[src/hw/rtl/nfa_es_pkg.sv]
// Shared types and constants for the NFA epsilon step engine.
// Depends on nothing; every other file of the block imports it.
`timescale 1ns / 1ps

package nfa_es_pkg;

    // Fixed widths of the configuration port and of the shown state set.
    localparam int CFG_DATA_W = 32;
    localparam int OUT_SET_W  = 32;

    // Kinds of input transaction.
    typedef enum logic [1:0] {
        KIND_ADD     = 2'd0,
        KIND_RESTART = 2'd1,
        KIND_STEP    = 2'd2,
        KIND_IGNORE  = 2'd3
    } kind_t;

    // Result status codes.
    typedef enum logic [2:0] {
        ST_OK          = 3'd0,
        ST_BAD_SYMBOL  = 3'd1,
        ST_NO_STATE    = 3'd2,
        ST_DUPLICATE   = 3'd3,
        ST_ALPHA_EMPTY = 3'd4
    } stat_code_t;

    // Configuration register indexes.
    typedef enum logic [1:0] {
        CFG_START_STATE   = 2'd0,
        CFG_STATE_COUNT   = 2'd1,
        CFG_ALPHABET_SIZE = 2'd2,
        CFG_ACCEPT_MASK   = 2'd3
    } cfg_idx_t;

    // Controller states.
    typedef enum logic [3:0] {
        S_CLEAR,
        S_IDLE,
        S_ADD_CHK,
        S_ADD_UPD,
        S_STEP_INIT,
        S_CL_WALK,
        S_CL_DRAIN,
        S_CL_CHECK,
        S_MV_WALK,
        S_MV_DRAIN,
        S_MV_DONE,
        S_FINISH
    } fsm_state_t;

    // Commands from the controller to the datapath.
    typedef struct packed {
        logic       load_item;
        logic       clr_step;
        logic       set_status;
        stat_code_t status_code;
        logic       restart;
        logic       step_init;
        logic       walk_start;
        logic       issue;
        logic       move_mode;
        logic       move_init;
        logic       work_from_next;
        logic       commit;
        logic       add_wr;
        logic       out_load;
    } dp_cmd_t;

    // Status from the datapath to the controller.
    typedef struct packed {
        logic       clear_last;
        stat_code_t add_code;
        logic       dup;
        logic       alpha_empty;
        logic       sym_in_range;
        logic       row_last;
        logic       changed;
    } dp_stat_t;

endpackage

[src/hw/rtl/nfa_es_ctrl.sv]
// Controller state machine of the NFA epsilon step engine.
// Depends on nfa_es_pkg; drives the datapath through dp_cmd_t commands.
`timescale 1ns / 1ps

module nfa_es_ctrl (
    input  logic                 clk,
    input  logic                 rst_n,
    input  logic                 in_valid,
    input  logic [1:0]           kind,
    output logic                 in_stall,
    output logic                 out_valid,
    input  logic                 out_stall,
    input  nfa_es_pkg::dp_stat_t stat,
    output nfa_es_pkg::dp_cmd_t  cmd
);
    import nfa_es_pkg::*;

    fsm_state_t state_reg;
    fsm_state_t state_next;
    logic       second_reg;
    logic       second_next;
    logic       out_valid_reg;
    logic       out_valid_next;
    logic       out_free;

    // The output slot can take a new result when empty or being drained.
    assign out_free  = !out_valid_reg || !out_stall;
    assign in_stall  = (state_reg != S_IDLE);
    assign out_valid = out_valid_reg;

    // State, closure phase and output valid registers.
    always_ff @(posedge clk or negedge rst_n)
    begin
        if (!rst_n)
        begin
            state_reg     <= S_CLEAR;
            second_reg    <= 1'b0;
            out_valid_reg <= 1'b0;
        end
        else
        begin
            state_reg     <= state_next;
            second_reg    <= second_next;
            out_valid_reg <= out_valid_next;
        end
    end

    // Next state and datapath commands.
    always_comb
    begin
        state_next     = state_reg;
        second_next    = second_reg;
        out_valid_next = out_valid_reg && out_stall;
        cmd            = '0;
        cmd.status_code = ST_OK;
        case (state_reg)
            S_CLEAR:
            begin
                cmd.clr_step = 1'b1;
                if (stat.clear_last)
                    state_next = S_IDLE;
            end
            S_IDLE:
            begin
                if (in_valid)
                begin
                    cmd.load_item = 1'b1;
                    case (kind_t'(kind))
                        KIND_ADD:
                            state_next = S_ADD_CHK;
                        KIND_RESTART:
                        begin
                            cmd.restart = 1'b1;
                            state_next  = S_FINISH;
                        end
                        KIND_STEP:
                        begin
                            if (stat.alpha_empty)
                            begin
                                cmd.set_status  = 1'b1;
                                cmd.status_code = ST_ALPHA_EMPTY;
                                state_next      = S_FINISH;
                            end
                            else
                                state_next = S_STEP_INIT;
                        end
                        default:
                            state_next = S_FINISH;
                    endcase
                end
            end
            S_ADD_CHK:
            begin
                // The target row is read during this cycle; it is used when the checks pass.
                if (stat.add_code != ST_OK)
                begin
                    cmd.set_status  = 1'b1;
                    cmd.status_code = stat.add_code;
                    state_next      = S_FINISH;
                end
                else
                    state_next = S_ADD_UPD;
            end
            S_ADD_UPD:
            begin
                if (stat.dup)
                begin
                    cmd.set_status  = 1'b1;
                    cmd.status_code = ST_DUPLICATE;
                end
                else
                    cmd.add_wr = 1'b1;
                state_next = S_FINISH;
            end
            S_STEP_INIT:
            begin
                cmd.step_init  = 1'b1;
                cmd.walk_start = 1'b1;
                second_next    = 1'b0;
                state_next     = S_CL_WALK;
            end
            S_CL_WALK:
            begin
                cmd.issue = 1'b1;
                if (stat.row_last)
                    state_next = S_CL_DRAIN;
            end
            S_CL_DRAIN:
                state_next = S_CL_CHECK;
            S_CL_CHECK:
            begin
                // Another sweep while the set still grows.
                if (stat.changed)
                begin
                    cmd.walk_start = 1'b1;
                    state_next     = S_CL_WALK;
                end
                else if (second_reg)
                begin
                    cmd.commit = 1'b1;
                    state_next = S_FINISH;
                end
                else
                begin
                    cmd.move_init  = 1'b1;
                    cmd.walk_start = 1'b1;
                    state_next     = stat.sym_in_range ? S_MV_WALK : S_MV_DONE;
                end
            end
            S_MV_WALK:
            begin
                cmd.issue     = 1'b1;
                cmd.move_mode = 1'b1;
                if (stat.row_last)
                    state_next = S_MV_DRAIN;
            end
            S_MV_DRAIN:
                state_next = S_MV_DONE;
            S_MV_DONE:
            begin
                cmd.work_from_next = 1'b1;
                cmd.walk_start     = 1'b1;
                second_next        = 1'b1;
                state_next         = S_CL_WALK;
            end
            S_FINISH:
            begin
                if (out_free)
                begin
                    cmd.out_load   = 1'b1;
                    out_valid_next = 1'b1;
                    state_next     = S_IDLE;
                end
            end
            default:
                state_next = S_IDLE;
        endcase
    end

    // A result is only loaded into a free output slot.
    a_load_free: assert property (@(posedge clk) disable iff (!rst_n)
        cmd.out_load |-> (!out_valid_reg || !out_stall))
        else $error("result loaded over an undelivered one");

    // The clearing pass runs to its last entry before items are taken.
    a_clear_hold: assert property (@(posedge clk) disable iff (!rst_n)
        (state_reg == S_CLEAR && !stat.clear_last) |=> (state_reg == S_CLEAR))
        else $error("clearing pass left early");

    // An accepted transaction always starts work.
    a_accept_busy: assert property (@(posedge clk) disable iff (!rst_n)
        (in_valid && !in_stall) |=> (state_reg != S_IDLE))
        else $error("accepted transaction dropped");

endmodule

[config.mk]
export PLATFORM = sky130hd
export DESIGN_NAME = nfa_es_ctrl
export DESIGN_NICKNAME = d
export VERILOG_FILES = /design/src/hw/rtl/nfa_es_pkg.sv /design/src/hw/rtl/nfa_es_ctrl.sv
export SDC_FILE = /design/constraint.sdc
export NUM_CORES = 1
export LEC_CHECK = 0
export BUFFER_PORTS_ARGS = -buffer_cell sky130_fd_sc_hd__buf_2
export CORE_UTILIZATION = 45
export DETAILED_ROUTE_END_ITERATION = 8
export PLACE_DENSITY = 0.77
export SETUP_SLACK_MARGIN = 0.4
export SLEW_MARGIN = 25
export SYNTH_ARGS = -nofsm -noshare
export SYNTH_HDL_FRONTEND = slang
export SYNTH_SLANG_ARGS = --single-unit
export TNS_END_PERCENT = 5
[constraint.sdc]
create_clock -name clk -period 2.9 [get_ports clk]
set_clock_uncertainty 0.2 [all_clocks]
set_input_delay 0.145 -clock clk [delete_from_list [all_inputs] [get_ports clk]]
set_output_delay 0.145 -clock clk [all_outputs]
set_load 0.03 [all_outputs]
==> results.json <==
{
  "timing.critical_path.cells": "or4b_4 -> nor2_1 -> nand4b_1 -> o21ai_0 -> buf_2",
  "synth.largest_area_cell": "dfrtp_1",
  "synth_commonest_cells": "nand2_1, nor2_1, a21oi_1, dfrtp_1, inv_1",
  "dp.cells": 139,
  "synth_async_sr_flop_share": 1.00,
  "setup_tns_ns": 0,
  "grt-ovfl-total": 0,
  "clkSinkCount": 6,
  "drive_gt1_frac": 0.352,
  "start_kind": "flop",
  "cts_buffers": 3,
  "grt_pass1_vias": 768,
  "required_ns": 2.56,
  "syn_nets": 113,
  "outcome": "finished, final reports clean",
  "total_power_uw": 994,
  "tritoncts": "done",
  "crit_end": "cmd[13]",
  "final_cells": 143,
  "slew_viol_final": 0,
  "ir_drop_mv": 0.585,
  "nFillCells": 131,
  "setup_viol": 0,
  "finalCritPeriodShare": 0.798,
  "worstSetupPathType": "reg -> out",
  "viasPerCell": 6.15,
  "placed_area_um2": 857,
  "synth_cell_type_count": 38,
  "r2r_slack_ns": 0.74,
  "htree_levels": 1,
  "yosysMostFrequentCell": "nand2_1",
  "globalplace.congestion": 0.915,
  "timing.fmax_ghz": 0.432,
  "hp-class": "in -> reg",
  "ys_ff_latch": 6,
  "num_vias": 880,
  "stdcell_area_um2": 893,
  "diodes": 0,
  "crit_fanout": 14,
  "core-area_mm2": 0.00137,
  "maxSlewHeadroom": 0.701,
  "hpwl_um": 1510,
  "r2r-start": "state_reg[2]",
  "grt.total_usage": 0.221,
  "crit_path_end_kind": "output port",
  "ys_warn_count": 0,
  "drt_iter0_markers": 20,
  "dieArea_mm2": 0.00172,
  "rsz0062_at_grt": "no",
  "synthToLayoutAreaGrowth_pct": 27.5,
  "netlist_instances": 98,
  "hold_viol_final": 0,
  "cpMaxStageDelayCell": "or4b_4",
  "io_buffers": 32,
  "wl_per_cell_um": 13.5,
  "clk_pin_slew_ns": 0.05,
  "powerDensity_mw_per_mm2": 1110,
  "clock_path_buffers": 2,
  "r2r-end": "state_reg[3]",
  "io_pins": 33,
  "finalCriticalPeriod_ns": 2.31,
  "dieHeight_um": 41.5,
  "rows": 13,
  "syn_avg_cell_area_um2": 7.15,
  "clock_latency_ns": 0.25,
  "worst_hold_slack_ns": 0.00874,
  "synth.cell_area_um2": 701,
  "grt_first_pass_wirelength_um": 3090,
  "die_w_um": 41.5,
  "antenna_found_initial": 0,
  "clock-root-buffer": "clkbuf_4",
  "drtPass1Iterations": 4,
  "rr_worst_depth": 4,
  "detail-route-antenna-nets": 0,
  "grt_start_max_net_pins": 19,
  "p_leak_uw": 0.000438,
  "largest_reg_flops": 4,
  "nNetsFinal": 145,
  "drv_cap": 0,
  "startpoint": "state_reg[2]",
  "tightest_slew_ns": 0.449,
  "max_stage_delay_ns": 0.59,
  "start_util": 0.513,
  "drc": 0,
  "wl_um": 1940,
  "synth_edf_count": 0,
  "cp.arrival_ns": 1.97,
  "yosys-top-cells-area": "dfrtp_1, nand2_1, a21oi_1",
  "seq_area_frac_synth": 0.214,
  "ys.flop_type": "dfrtp_1",
  "yosysTopAreaCellShare": 0.214
}
[power by group]
| group | switching (uW) | internal (uW) | total (uW) |
|---|---|---|---|
| clock | 32.2 | 47.0 | 79.1 |
| sequential | 35.8 | 125 | 161 |
| combinational | 481 | 273 | 754 |
[cell families (layout without fill, tap and decap cells)]
logic type,Yosys count,count (layout),share of synthesized area
AOI/OAI and AO/OA,31,31,0.316
buffers and inverters,15,45,0.105
DFF,6,6,0.214
muxes,2,2,0.0321
and+or+nand+nor,44,44,0.332
[layout make-up]
| type | count | area, um^2 | area share |
|---|---|---|---|
| Clock buffer | 3 | 22.5 | 0.0252 |
| Inverter | 6 | 22.5 | 0.0252 |
| Multi-Input combinational cell | 77 | 487 | 0.545 |
| Sequential cell | 6 | 150 | 0.168 |
| Tap cell | 15 | 18.8 | 0.0210 |
| Timing Repair Buffer | 36 | 193 | 0.216 |
[layer usage]
layer  GRT usage  part of all wire
met3      0.0391             0.073
met5           0                 0
met4      0.0839            0.0026
met1       0.272              0.40
met2       0.378              0.52
[worst min path at each step]
stage	end	from	depth (start not counted)	slack [ns]
after floorplan	out_valid	rst_n	0	-0.35
after global placement	second_reg	rst_n	1	-0.23
after detailed placement	second_reg	rst_n	1	-0.23
after CTS	out_valid	out_stall	3	0.003
after global routing	out_valid	out_stall	3	0.03
final	out_valid	out_stall	3	0.009
[metrics by stage]
stage / worst slack [ns] / utilization
after floorplan: 0.313 / -
after global placement: 0.748 / 0.627
after detailed placement: 0.693 / 0.627
after CTS: 0.505 / 0.651
after global routing: 0.428 / 0.654
final: 0.585 / 0.654
[layout by cell type, fill, tap and decap left out, types with 4 or more instances in the layout]
cell | netlist | layout
nor3_1 | 4 | 4
a21oi_1 | 6 | 6
a211oi_1 | 4 | 4
buf_2 | 1 | 32
o21ai_0 | 5 | 5
dfrtp_1 | 6 | 6
nand2_1 | 15 | 15
nor2_1 | 7 | 7
inv_1 | 6 | 6
[worst max-delay path: cells and delay by family (launching register included)]
kind / cells / cell delay, ns
compound gates: 1 / 0.09
buf+inv: 1 / 0.21
flops: 1 / 0.52
simple gates: 3 / 0.90
[timing repair]
| action | 4_1_cts | 5_1_grt |
|---|---|---|
| resized for setup | 0 | 1 |
| hold buffers | 1 | 0 |
| hold endpoints to repair | 6 | 0 |
| setup endpoints to repair | 0 | 1 |
| setup buffers | 0 | 0 |
No activity file was read; power rests on OpenSTA's default activity.
